### src/rtl/core/mbs_pkg.sv
package mbs_pkg;

    localparam int COIL_COUNT_DEF      = 20;
    localparam int DISCRETE_COUNT_DEF  = 10;
    localparam int INPUT_REG_COUNT_DEF = 3;
    localparam int HOLDING_COUNT_DEF   = 5;
    localparam int FRAME_BYTES_DEF     = 128;

    localparam logic [15:0] CRC_INIT  = 16'hFFFF;
    localparam logic [15:0] CRC_POLY  = 16'hA001;
    localparam logic [15:0] COIL_ON   = 16'hFF00;
    localparam logic [15:0] COIL_OFF  = 16'h0000;
    localparam logic [7:0]  EXC_FLAG  = 8'h80;

    localparam logic [7:0] FN_READ_COILS     = 8'h01;
    localparam logic [7:0] FN_READ_DISCRETE  = 8'h02;
    localparam logic [7:0] FN_READ_HOLDING   = 8'h03;
    localparam logic [7:0] FN_READ_INPUT     = 8'h04;
    localparam logic [7:0] FN_WRITE_COIL     = 8'h05;
    localparam logic [7:0] FN_WRITE_REG      = 8'h06;
    localparam logic [7:0] FN_WRITE_COILS    = 8'h0F;
    localparam logic [7:0] FN_WRITE_REGS     = 8'h10;

    localparam logic [7:0] EXC_ILLEGAL_FUNCTION = 8'h01;
    localparam logic [7:0] EXC_ILLEGAL_ADDRESS  = 8'h02;
    localparam logic [7:0] EXC_ILLEGAL_VALUE    = 8'h03;
    localparam logic [7:0] EXC_DEVICE_FAILURE   = 8'h04;

    localparam int HDR_BYTES  = 6;
    localparam int PARAM_BASE = 7;
    localparam int MIN_FRAME  = 4;
    localparam int CNT_W      = 6;
    localparam int MAX_BITS   = 128;

    localparam logic [15:0] INPUT_INIT [3] = '{16'h1234, 16'h5678, 16'hABCD};
    localparam logic [15:0] HOLDING_INIT [5] =
        '{16'h1122, 16'h3344, 16'h5566, 16'h7788, 16'h9900};

    typedef struct packed {
        logic [7:0] rx_byte;
        logic       end_of_frame;
    } mbs_req_t;

    typedef struct packed {
        logic [7:0] tx_byte;
        logic       last_byte;
    } mbs_rsp_t;

    typedef enum logic [3:0] {
        ST_IDLE,
        ST_HDR_RD,
        ST_HDR_CAP,
        ST_DECIDE,
        ST_WR_RD,
        ST_WR_DO,
        ST_EMIT,
        ST_CRC_LO,
        ST_CRC_HI
    } mbs_state_t;

    typedef enum logic [1:0] {
        RSP_EXC,
        RSP_ECHO,
        RSP_BITS,
        RSP_WORDS
    } mbs_kind_t;

    function automatic logic [15:0] crc_add(input logic [15:0] crc, input logic [7:0] b);
        logic [15:0] c;
        c = crc ^ {8'h00, b};
        for (int k = 0; k < 8; k++) begin
            if (c[0])
                c = (c >> 1) ^ CRC_POLY;
            else
                c = c >> 1;
        end
        return c;
    endfunction

    function automatic logic [MAX_BITS-1:0] coil_reset_bits();
        logic [MAX_BITS-1:0] v;
        v = '0;
        v[1]  = 1'b1;
        v[6]  = 1'b1;
        v[11] = 1'b1;
        v[16] = 1'b1;
        return v;
    endfunction

    function automatic logic [MAX_BITS-1:0] discrete_reset_bits();
        logic [MAX_BITS-1:0] v;
        v = '0;
        v[0] = 1'b1;
        v[4] = 1'b1;
        v[9] = 1'b1;
        return v;
    endfunction

endpackage

### src/rtl/core/mbs_ram.sv
module mbs_ram #(
    parameter int WIDTH = 8,
    parameter int DEPTH = 128
) (
    input  logic                     clk,
    input  logic                     we,
    input  logic [$clog2(DEPTH)-1:0] waddr,
    input  logic [WIDTH-1:0]         wdata,
    input  logic [$clog2(DEPTH)-1:0] raddr,
    output logic [WIDTH-1:0]         rdata
);

    logic [WIDTH-1:0] mem [DEPTH];

    always_ff @(posedge clk)
    begin
        if (we)
            mem[waddr] <= wdata;
        rdata <= mem[raddr];
    end

endmodule

### src/rtl/core/modbus_rtu_slave_engine.sv
// Modbus RTU slave. Each received byte is taken on start while busy is low and written to the
// frame buffer RAM while the frame CRC is updated. A byte marked end_of_frame raises busy
// while the frame is executed: six header reads (read, then capture state), a parameter sweep
// for multiple writes (read, then write state per data byte), then one response byte per cycle
// on rsp with rsp_valid, ending with the CRC low then high byte and last_byte set.
// The response cannot be stalled. A frame of under 4 stored bytes is dropped with no response
// and busy stays low. The frame buffer RAM read port sets the pace of the header and parameter reads.
module modbus_rtu_slave_engine #(
    parameter int COIL_COUNT      = mbs_pkg::COIL_COUNT_DEF,
    parameter int DISCRETE_COUNT  = mbs_pkg::DISCRETE_COUNT_DEF,
    parameter int INPUT_REG_COUNT = mbs_pkg::INPUT_REG_COUNT_DEF,
    parameter int HOLDING_COUNT   = mbs_pkg::HOLDING_COUNT_DEF,
    parameter int FRAME_BYTES     = mbs_pkg::FRAME_BYTES_DEF
) (
    input  logic              clk,
    input  logic              rst_n,
    input  logic              start,
    output logic              busy,
    input  mbs_pkg::mbs_req_t req,
    input  logic              cfg_we,
    input  logic [7:0]        cfg_wdata,
    output logic              rsp_valid,
    output mbs_pkg::mbs_rsp_t rsp
);

    import mbs_pkg::*;

    localparam int BUF_AW = $clog2(FRAME_BYTES);
    localparam int LEN_W  = $clog2(FRAME_BYTES + 1);
    localparam int IR_AW  = (INPUT_REG_COUNT > 1) ? $clog2(INPUT_REG_COUNT) : 1;
    localparam int HR_AW  = (HOLDING_COUNT > 1) ? $clog2(HOLDING_COUNT) : 1;

    localparam logic [MAX_BITS-1:0] COIL_RST = coil_reset_bits();
    localparam logic [MAX_BITS-1:0] DISC_RST = discrete_reset_bits();

    mbs_state_t state_reg, state_next;
    logic [7:0]       slave_address_reg;
    logic [LEN_W-1:0] frame_len_reg, frame_len_next;
    logic [15:0]      rx_crc_reg, rx_crc_next;
    logic             crc_ok_reg, crc_ok_next;
    logic [7:0]       hdr_reg [HDR_BYTES];
    logic             hdr_we;
    logic [CNT_W-1:0] cnt_reg, cnt_next;
    mbs_kind_t        kind_reg, kind_next;
    logic [7:0]       code_reg, code_next;
    logic [CNT_W-1:0] blen_reg, blen_next;
    logic             src_reg, src_next;
    logic [7:0]       fn_reg, fn_next;
    logic [CNT_W-1:0] wtot_reg, wtot_next;
    logic [15:0]      tx_crc_reg, tx_crc_next;
    logic [7:0]       hi_reg, hi_next;
    logic             zero_reg, zero_next;

    logic [COIL_COUNT-1:0] coil_reg;
    logic [15:0]           hold_reg [HOLDING_COUNT];
    logic [DISCRETE_COUNT-1:0] disc_bits;

    logic             coil_we;
    logic [7:0]       coil_p;
    logic [7:0]       coil_mask;
    logic [7:0]       coil_d;
    logic             hold_we;
    logic [5:0]       hold_idx;
    logic [15:0]      hold_d;

    logic             ram_we;
    logic [BUF_AW-1:0] ram_waddr, ram_raddr;
    logic [7:0]       ram_rdata;

    logic             accept;
    logic             store_byte;
    logic [15:0]      crc_byte;
    logic [LEN_W-1:0] stored_len;
    logic [15:0]      addr_f, qty_f;
    logic [16:0]      a_plus_q;
    logic [7:0]       body_byte;
    logic [CNT_W-1:0] m_idx;
    logic [7:0]       bit_p;
    logic [8:0]       bit_rem;
    logic [7:0]       bit_mask;
    logic [COIL_COUNT+7:0]     coil_wide;
    logic [DISCRETE_COUNT+7:0] disc_wide;
    logic [7:0]       bits_byte;
    logic [5:0]       word_idx;
    logic [15:0]      word_val;
    logic [9:0]       param_pos;
    logic [7:0]       param_d;
    logic [8:0]       nbytes;

    assign disc_bits = DISC_RST[DISCRETE_COUNT-1:0];
    assign accept    = start && !busy;
    assign busy      = (state_reg != ST_IDLE);

    mbs_ram #(
        .WIDTH (8),
        .DEPTH (FRAME_BYTES)
    ) u_frame_ram (
        .clk   (clk),
        .we    (ram_we),
        .waddr (ram_waddr),
        .wdata (req.rx_byte),
        .raddr (ram_raddr),
        .rdata (ram_rdata)
    );

    assign store_byte = (frame_len_reg < LEN_W'(FRAME_BYTES));
    assign ram_we     = accept && store_byte;
    assign ram_waddr  = frame_len_reg[BUF_AW-1:0];
    assign crc_byte   = crc_add(rx_crc_reg, req.rx_byte);
    assign stored_len = store_byte ? frame_len_reg + 1'b1 : frame_len_reg;

    assign addr_f   = {hdr_reg[2], hdr_reg[3]};
    assign qty_f    = {hdr_reg[4], hdr_reg[5]};
    assign a_plus_q = {1'b0, addr_f} + {1'b0, qty_f};

    assign param_pos = 10'(PARAM_BASE) + {4'b0, cnt_reg};
    assign param_d   = zero_reg ? 8'h00 : ram_rdata;

    always_comb
    begin
        ram_raddr = BUF_AW'(cnt_reg);
        if (state_reg == ST_WR_RD)
            ram_raddr = param_pos[BUF_AW-1:0];
    end

    // bit position and remaining count for packed coil or discrete bytes (reads and multiple writes)
    always_comb
    begin
        if (state_reg == ST_EMIT)
            m_idx = cnt_reg - CNT_W'(3);
        else
            m_idx = cnt_reg;
        bit_p   = addr_f[7:0] + {m_idx[4:0], 3'b000};
        bit_rem = {1'b0, qty_f[7:0]} - {m_idx, 3'b000};
        for (int t = 0; t < 8; t++)
            bit_mask[t] = (9'(t) < bit_rem);
    end

    assign coil_wide = {8'h00, coil_reg} >> bit_p;
    assign disc_wide = {8'h00, disc_bits} >> bit_p;
    assign bits_byte = (src_reg ? disc_wide[7:0] : coil_wide[7:0]) & bit_mask;
    assign nbytes    = ({1'b0, qty_f[7:0]} + 9'd7) >> 3;

    always_comb
    begin
        word_idx = {2'b00, addr_f[3:0]} + {1'b0, m_idx[5:1]};
        word_val = 16'h0000;
        if (src_reg) begin
            if (word_idx < 6'(INPUT_REG_COUNT))
                word_val = (word_idx < 6'd3) ? INPUT_INIT[word_idx[1:0]] : 16'h0000;
        end
        else begin
            if (word_idx < 6'(HOLDING_COUNT))
                word_val = hold_reg[word_idx[HR_AW-1:0]];
        end
    end

    always_comb
    begin
        body_byte = 8'h00;
        case (kind_reg)
            RSP_EXC:
            begin
                case (cnt_reg)
                    6'd0:    body_byte = hdr_reg[0];
                    6'd1:    body_byte = hdr_reg[1] | EXC_FLAG;
                    default: body_byte = code_reg;
                endcase
            end
            RSP_ECHO:
            begin
                if (cnt_reg < 6'(HDR_BYTES))
                    body_byte = hdr_reg[cnt_reg[2:0]];
            end
            RSP_BITS:
            begin
                case (cnt_reg)
                    6'd0:    body_byte = hdr_reg[0];
                    6'd1:    body_byte = hdr_reg[1];
                    6'd2:    body_byte = nbytes[7:0];
                    default: body_byte = bits_byte;
                endcase
            end
            RSP_WORDS:
            begin
                case (cnt_reg)
                    6'd0:    body_byte = hdr_reg[0];
                    6'd1:    body_byte = hdr_reg[1];
                    6'd2:    body_byte = {qty_f[6:0], 1'b0};
                    default: body_byte = m_idx[0] ? word_val[7:0] : word_val[15:8];
                endcase
            end
            default: body_byte = 8'h00;
        endcase
    end

    always_comb
    begin
        state_next     = state_reg;
        frame_len_next = frame_len_reg;
        rx_crc_next    = rx_crc_reg;
        crc_ok_next    = crc_ok_reg;
        hdr_we         = 1'b0;
        cnt_next       = cnt_reg;
        kind_next      = kind_reg;
        code_next      = code_reg;
        blen_next      = blen_reg;
        src_next       = src_reg;
        fn_next        = fn_reg;
        wtot_next      = wtot_reg;
        tx_crc_next    = tx_crc_reg;
        hi_next        = hi_reg;
        zero_next      = zero_reg;
        coil_we        = 1'b0;
        coil_p         = bit_p;
        coil_mask      = bit_mask;
        coil_d         = param_d;
        hold_we        = 1'b0;
        hold_idx       = word_idx;
        hold_d         = {hi_reg, param_d};
        rsp_valid      = 1'b0;
        rsp.tx_byte    = body_byte;
        rsp.last_byte  = 1'b0;

        case (state_reg)
            ST_IDLE:
            begin
                if (accept) begin
                    if (store_byte) begin
                        frame_len_next = stored_len;
                        rx_crc_next    = crc_byte;
                    end
                    if (req.end_of_frame) begin
                        frame_len_next = '0;
                        rx_crc_next    = CRC_INIT;
                        crc_ok_next    = store_byte ? (crc_byte == 16'h0000)
                                                    : (rx_crc_reg == 16'h0000);
                        cnt_next       = '0;
                        if (stored_len >= LEN_W'(MIN_FRAME))
                            state_next = ST_HDR_RD;
                    end
                end
            end
            ST_HDR_RD:
            begin
                state_next = ST_HDR_CAP;
            end
            ST_HDR_CAP:
            begin
                hdr_we = 1'b1;
                if (cnt_reg == CNT_W'(HDR_BYTES - 1)) begin
                    cnt_next   = '0;
                    state_next = ST_DECIDE;
                end
                else begin
                    cnt_next   = cnt_reg + 1'b1;
                    state_next = ST_HDR_RD;
                end
            end
            ST_DECIDE:
            begin
                cnt_next    = '0;
                tx_crc_next = CRC_INIT;
                fn_next     = hdr_reg[1];
                kind_next   = RSP_EXC;
                blen_next   = CNT_W'(3);
                state_next  = ST_EMIT;
                src_next    = 1'b0;
                wtot_next   = '0;
                if (!crc_ok_reg || hdr_reg[0] != slave_address_reg) begin
                    code_next = EXC_DEVICE_FAILURE;
                end
                else begin
                    case (hdr_reg[1])
                        FN_READ_COILS, FN_READ_DISCRETE:
                        begin
                            src_next = (hdr_reg[1] == FN_READ_DISCRETE);
                            if (addr_f >= 16'((hdr_reg[1] == FN_READ_DISCRETE) ?
                                              DISCRETE_COUNT : COIL_COUNT) ||
                                a_plus_q > 17'((hdr_reg[1] == FN_READ_DISCRETE) ?
                                               DISCRETE_COUNT : COIL_COUNT))
                                code_next = EXC_ILLEGAL_ADDRESS;
                            else begin
                                kind_next = RSP_BITS;
                                blen_next = CNT_W'(nbytes) + CNT_W'(3);
                            end
                        end
                        FN_READ_HOLDING, FN_READ_INPUT:
                        begin
                            src_next = (hdr_reg[1] == FN_READ_INPUT);
                            if (addr_f >= 16'((hdr_reg[1] == FN_READ_INPUT) ?
                                              INPUT_REG_COUNT : HOLDING_COUNT) ||
                                a_plus_q > 17'((hdr_reg[1] == FN_READ_INPUT) ?
                                               INPUT_REG_COUNT : HOLDING_COUNT))
                                code_next = EXC_ILLEGAL_ADDRESS;
                            else begin
                                kind_next = RSP_WORDS;
                                blen_next = {qty_f[4:0], 1'b0} + CNT_W'(3);
                            end
                        end
                        FN_WRITE_COIL:
                        begin
                            if (addr_f >= 16'(COIL_COUNT))
                                code_next = EXC_ILLEGAL_ADDRESS;
                            else if (qty_f != COIL_ON && qty_f != COIL_OFF)
                                code_next = EXC_ILLEGAL_VALUE;
                            else begin
                                coil_we   = 1'b1;
                                coil_p    = addr_f[7:0];
                                coil_mask = 8'h01;
                                coil_d    = {7'b0, (qty_f == COIL_ON)};
                                kind_next = RSP_ECHO;
                                blen_next = CNT_W'(HDR_BYTES);
                            end
                        end
                        FN_WRITE_REG:
                        begin
                            if (addr_f >= 16'(HOLDING_COUNT))
                                code_next = EXC_ILLEGAL_ADDRESS;
                            else begin
                                hold_we   = 1'b1;
                                hold_idx  = {2'b00, addr_f[3:0]};
                                hold_d    = qty_f;
                                kind_next = RSP_ECHO;
                                blen_next = CNT_W'(HDR_BYTES);
                            end
                        end
                        FN_WRITE_COILS, FN_WRITE_REGS:
                        begin
                            if (addr_f >= 16'((hdr_reg[1] == FN_WRITE_REGS) ?
                                              HOLDING_COUNT : COIL_COUNT) ||
                                a_plus_q > 17'((hdr_reg[1] == FN_WRITE_REGS) ?
                                               HOLDING_COUNT : COIL_COUNT))
                                code_next = EXC_ILLEGAL_ADDRESS;
                            else begin
                                kind_next = RSP_ECHO;
                                blen_next = CNT_W'(HDR_BYTES);
                                if (hdr_reg[1] == FN_WRITE_REGS)
                                    wtot_next = {qty_f[4:0], 1'b0};
                                else
                                    wtot_next = CNT_W'(nbytes);
                                if (qty_f != 16'h0000)
                                    state_next = ST_WR_RD;
                            end
                        end
                        default: code_next = EXC_ILLEGAL_FUNCTION;
                    endcase
                end
            end
            ST_WR_RD:
            begin
                zero_next  = (param_pos >= 10'(FRAME_BYTES));
                state_next = ST_WR_DO;
            end
            ST_WR_DO:
            begin
                if (fn_reg == FN_WRITE_REGS) begin
                    if (!cnt_reg[0])
                        hi_next = param_d;
                    else
                        hold_we = 1'b1;
                end
                else begin
                    coil_we = 1'b1;
                end
                if (cnt_reg + 1'b1 == wtot_reg) begin
                    cnt_next   = '0;
                    state_next = ST_EMIT;
                end
                else begin
                    cnt_next   = cnt_reg + 1'b1;
                    state_next = ST_WR_RD;
                end
            end
            ST_EMIT:
            begin
                rsp_valid   = 1'b1;
                tx_crc_next = crc_add(tx_crc_reg, body_byte);
                cnt_next    = cnt_reg + 1'b1;
                if (cnt_reg + 1'b1 == blen_reg)
                    state_next = ST_CRC_LO;
            end
            ST_CRC_LO:
            begin
                rsp_valid   = 1'b1;
                rsp.tx_byte = tx_crc_reg[7:0];
                state_next  = ST_CRC_HI;
            end
            ST_CRC_HI:
            begin
                rsp_valid     = 1'b1;
                rsp.tx_byte   = tx_crc_reg[15:8];
                rsp.last_byte = 1'b1;
                state_next    = ST_IDLE;
            end
            default: state_next = ST_IDLE;
        endcase
    end

    always_ff @(posedge clk or negedge rst_n)
    begin
        if (!rst_n) begin
            state_reg         <= ST_IDLE;
            slave_address_reg <= 8'h01;
            frame_len_reg     <= '0;
            rx_crc_reg        <= CRC_INIT;
            crc_ok_reg        <= 1'b0;
            cnt_reg           <= '0;
            kind_reg          <= RSP_EXC;
            blen_reg          <= '0;
            wtot_reg          <= '0;
        end
        else begin
            state_reg     <= state_next;
            frame_len_reg <= frame_len_next;
            rx_crc_reg    <= rx_crc_next;
            crc_ok_reg    <= crc_ok_next;
            cnt_reg       <= cnt_next;
            kind_reg      <= kind_next;
            blen_reg      <= blen_next;
            wtot_reg      <= wtot_next;
            if (cfg_we)
                slave_address_reg <= cfg_wdata;
        end
    end

    always_ff @(posedge clk)
    begin
        code_reg   <= code_next;
        src_reg    <= src_next;
        fn_reg     <= fn_next;
        tx_crc_reg <= tx_crc_next;
        hi_reg     <= hi_next;
        zero_reg   <= zero_next;
        if (hdr_we)
            hdr_reg[cnt_reg[2:0]] <= ram_rdata;
    end

    // data stores: coils and holding registers come out of reset with their preset values
    always_ff @(posedge clk or negedge rst_n)
    begin
        if (!rst_n) begin
            coil_reg <= COIL_RST[COIL_COUNT-1:0];
            for (int i = 0; i < HOLDING_COUNT; i++)
                hold_reg[i] <= (i < 5) ? HOLDING_INIT[i] : 16'h0000;
        end
        else begin
            if (coil_we)
                coil_reg <= COIL_COUNT'((({8'h00, coil_reg} &
                                          ~({{COIL_COUNT{1'b0}}, coil_mask} << coil_p)) |
                                         ({{COIL_COUNT{1'b0}}, coil_d & coil_mask} << coil_p)));
            if (hold_we && hold_idx < 6'(HOLDING_COUNT))
                hold_reg[hold_idx[HR_AW-1:0]] <= hold_d;
        end
    end

    assert property (@(posedge clk) disable iff (!rst_n) rsp_valid |-> busy)
        else $error("response strobe outside a busy period");

    assert property (@(posedge clk) disable iff (!rst_n)
                     (rsp_valid && rsp.last_byte) |=> !busy)
        else $error("engine still busy after final response byte");

    assert property (@(posedge clk) disable iff (!rst_n)
                     frame_len_reg <= LEN_W'(FRAME_BYTES))
        else $error("frame length beyond buffer size");

    assert property (@(posedge clk) disable iff (!rst_n)
                     (state_reg == ST_EMIT) |-> (cnt_reg < blen_reg))
        else $error("response body index past body length");

endmodule

### config.mk
export PLATFORM = sky130hd
export DESIGN_NAME = modbus_rtu_slave_engine
export DESIGN_NICKNAME = d
export VERILOG_FILES = /design/src/rtl/core/mbs_pkg.sv /design/src/rtl/core/mbs_ram.sv /design/src/rtl/core/modbus_rtu_slave_engine.sv
export SDC_FILE = /design/constraint.sdc
export NUM_CORES = 2
export LEC_CHECK = 0
export BUFFER_PORTS_ARGS = -buffer_cell sky130_fd_sc_hd__buf_2
export CAP_MARGIN = 0
export CORE_ASPECT_RATIO = 1.4
export CORE_UTILIZATION = 40
export CTS_CLUSTER_DIAMETER = 30
export DETAILED_ROUTE_END_ITERATION = 7
export HOLD_SLACK_MARGIN = 0.08
export PLACE_DENSITY_LB_ADDON = 0.1
export SLEW_MARGIN = 20
export SYNTH_ARGS = -nofsm -noshare
export SYNTH_HDL_FRONTEND = slang
export SYNTH_SLANG_ARGS = --single-unit
### constraint.sdc
create_clock -name clk -period 12.6 [get_ports clk]
set_input_delay 2.52 -clock clk [delete_from_list [all_inputs] [get_ports clk]]
set_output_delay 2.52 -clock clk [all_outputs]
set_load 0.05 [all_outputs]
==> impl_metrics.toml <==
[clock_network]
clockRootBuffer = "clkbuf_16"
post_cts_resized = 0
clock_tree.buffer_depth = 3
cts-htree-levels = 4
insertion_delay_ns = 0.82
cts_sinks = 1273
cts_tree = "done"
hold_buffers = 0
cts_buffers = 217
cts.clk_slew.worst_paths_ns = 0.05
post_cts_buffers = 0

[route]
ant_nets = 0
drt-initial-drc-count = 3154
wire_per_inst_um = 29.6
routed_via_density = 5.87
vias = 33400
first_pass_iters = 6
drc = 0
wirelength_um = 168000

[sta]
finalCriticalPeriod_ns = 8.89
worst_slew_pin_slew_ns = 1.11
drv_slew = 0
rsz0062_at_grt = "no"
fmax_mhz = 112
fin_setup_tns_ns = 0
hold_viol_final = 0
fin_crit_sh_pct = 70.6
skew_ns = 0.0427
setup_viol = 0
timing.slew.headroom_pct = 25.5
hold_slack_ns = 0.478

[logic_synthesis]
synth_nets = 3658
syn_area_per_cell_um2 = 15.9
ys_warn_count = 0
synth_cell_types = 104
ys.flop_type = "edfxtp_1"
seq_area_frac_synth_pct = 66.0
synth.cell_area_um2 = 56700
synth_edf_count = 1108
netlist_instances = 3574
async_flop_share_pct = 12.3
yosys_register_bits = 1273

[floorplan]
core_um2 = 141000
num_rows = 163
die_x_um = 320
die_h_um = 447
start_util_pct = 40.3
io_pins = 32
fp.dieArea_um2 = 143000

[setup_path]
worstSetupPathDepth = 16
cp_common_cell = "o21ai_0"
cpPeakStageDelay_ns = 0.69
cp_cell_sequence = "nor4bb_4 > buf_4 > xnor2_2 > inv_1 > ha_1 > fa_1 > nor2_1 > o21ai_0 > a2111oi_0 > nor3_1 > a211oi_2 > o21ai_0 > nand2_1 > nand2_1 > o21ai_0 > buf_2"
critPathTopFamily = "compound AO/OA/AOI/OAI gates"
critPathKind = "reg -> out"
startpoint_type = "flop"
r2r_cells = 16
path_max_fanout = 18
arrival_ns = 6.37
worst_ep_required_time_ns = 10.08
critPathCaptureType = "primary output"
cp_slowest_cell = "nor2_1"
cp_num_buf_inv = 3

[finish]
utilization_pct = 47.3
syn_to_final_growth_pct = 17.4
final_cell_mix = "edfxtp_1 (1108), mux4_2 (333), nor2_1 (264), nand2_1 (254), clkbuf_16 (220)"
nets = 3770
layout-drive-gt1-share_pct = 24.6
layout_commonest_cell = "edfxtp_1"
final_area_um2 = 66500
largest_reg_flops = 1024

[pwr]
p_clk_share_pct = 37.1
finalPower_mw = 16.1
ir_drop_v = 0.000202
p_int_mw = 10.8
pwr-share-seq_pct = 30.3
power_switching_mw = 5.28
pwr-share-comb_pct = 32.6
switching_share_pct = 32.8
leakagePower_nw = 22.1
power_density_nw_per_um2 = 242

[hold_path]
whs_path_depth = 2
min_path_type = "reg -> reg"

[placed_design]
hpwl_um = 110000
port_buffers = 31
gp_congestion = 0.932
placed_area_um2 = 58900

[global_routing]
overflow = 0
grt_pass1_wl_um = 246000
first_global_vias = 35100
grt_max_degree = 102
grt_use_total_pct = 23.7
antenna_found_initial = 0

[run_status]
status = "finished, final reports clean"

[run]
drv_cap = 0
kinds of logic (layout without fill, tap and decap cells):
| logic type | count (synthesis) | after routing | synth area share (%) |
|---|---|---|---|
| AOI/OAI and AO/OA | 637 | 637 | 7.45 |
| other | 0 | 1 | 0 |
| buffers and inverters | 259 | 562 | 1.82 |
| DFF | 1273 | 1273 | 66.0 |
| adders and majority gates | 63 | 63 | 1.44 |
| and+or+nand+nor | 829 | 829 | 6.84 |
| xor gates and xnor gates | 99 | 99 | 1.64 |
| muxes | 414 | 414 | 14.8 |
cell type report:
class | count | area (um^2)
Antenna cell | 1 | 2.50
Clock buffer | 237 | 5590
Clock inverter | 173 | 1960
Fill cell | 12100 | 74200
Inverter | 53 | 199
Multi-Input combinational cell | 2042 | 18300
Sequential cell | 1273 | 37400
Tap cell | 1815 | 2270
Timing Repair Buffer | 99 | 737
metal layers:
layer,vias up,wire [um],GRT usage [%]
met4,0,6810,9.87
met1,17600,65700,28.7
met5,-,0,0
li1,14600,-,-
met3,313,7620,3.92
met2,980,88200,41.9
final timing paths:
| check | from | endpoint | slack (ns) |
|---|---|---|---|
| min in group asynchronous | rst_n | hold_reg[47] | 1.86 |
| min | hold_reg[70] | hold_reg[70] | 0.48 |
| max reg2reg | state_reg[2] | tx_crc_reg[15] | 6.01 |
| max | state_reg[2] | rsp[6] | 3.71 |
| min reg2reg | hold_reg[70] | hold_reg[70] | 0.48 |
| max in group asynchronous | rst_n | slave_address_reg[1] | 9.30 |
synthesized netlist by cell type (10+ instances only):
cell type  number  area [um^2]
inv_1          48          180
nand2_1       259          972
a311oi_1       10         87.6
o22ai_1        20          125
o211ai_1       15          113
mux2_2         42          473
o22a_1         11         96.3
xor2_1         33          289
and3_1         13         81.3
xnor2_1        60          526
nand4_1        20          125
nor2_1        265          995
a2111oi_0      15          131
nor4_1         19          119
edfxtp_1     1108        33300
clkbuf_1      147          552
o31ai_1        15          113
mux2i_1        38          380
nor2b_1        24          150
nand3_1        58          290
buf_1          22         82.6
and2_1         38          238
a22o_1         13          114
a211oi_1       43          323
o221ai_1       13          114
a21o_1         19          143
a21oi_1       129          646
dfstp_2        51         1340
mux4_2        333         7500
dfrtp_1       106         2650
a31oi_1        33          206
o21ai_0       174          871
nand2b_1       24          150
ha_1           59          738
nor3_1         47          235
buf_2          34          170
a22oi_1        23          173
tightest hold or removal path: stages, from the launching register on:
cell	delay, ns
dfrtp_1	0.34
nand2_1	0.05
o21ai_0	0.06
metrics by stage:
step                setup slack (ns)  cells
floorplan                       4.96   3574
global placement                4.69   5281
detailed placement              4.62   5281
CTS                             3.74   5691
global route                    3.33   5692
finish                          3.71   5693
power groups by stage:
| stage | registers, mW | clock network, mW | logic, mW |
|---|---|---|---|
| detailed placement | 4.96 | 0 | 5.33 |
| floorplan | 4.90 | 0 | 3.66 |
| global placement | 4.96 | 0 | 5.30 |
| CTS | 4.88 | 6.08 | 5.34 |
| global route | 4.89 | 6.26 | 5.59 |
| finish | 4.88 | 5.98 | 5.24 |
Power figures use the tool's default switching activity.
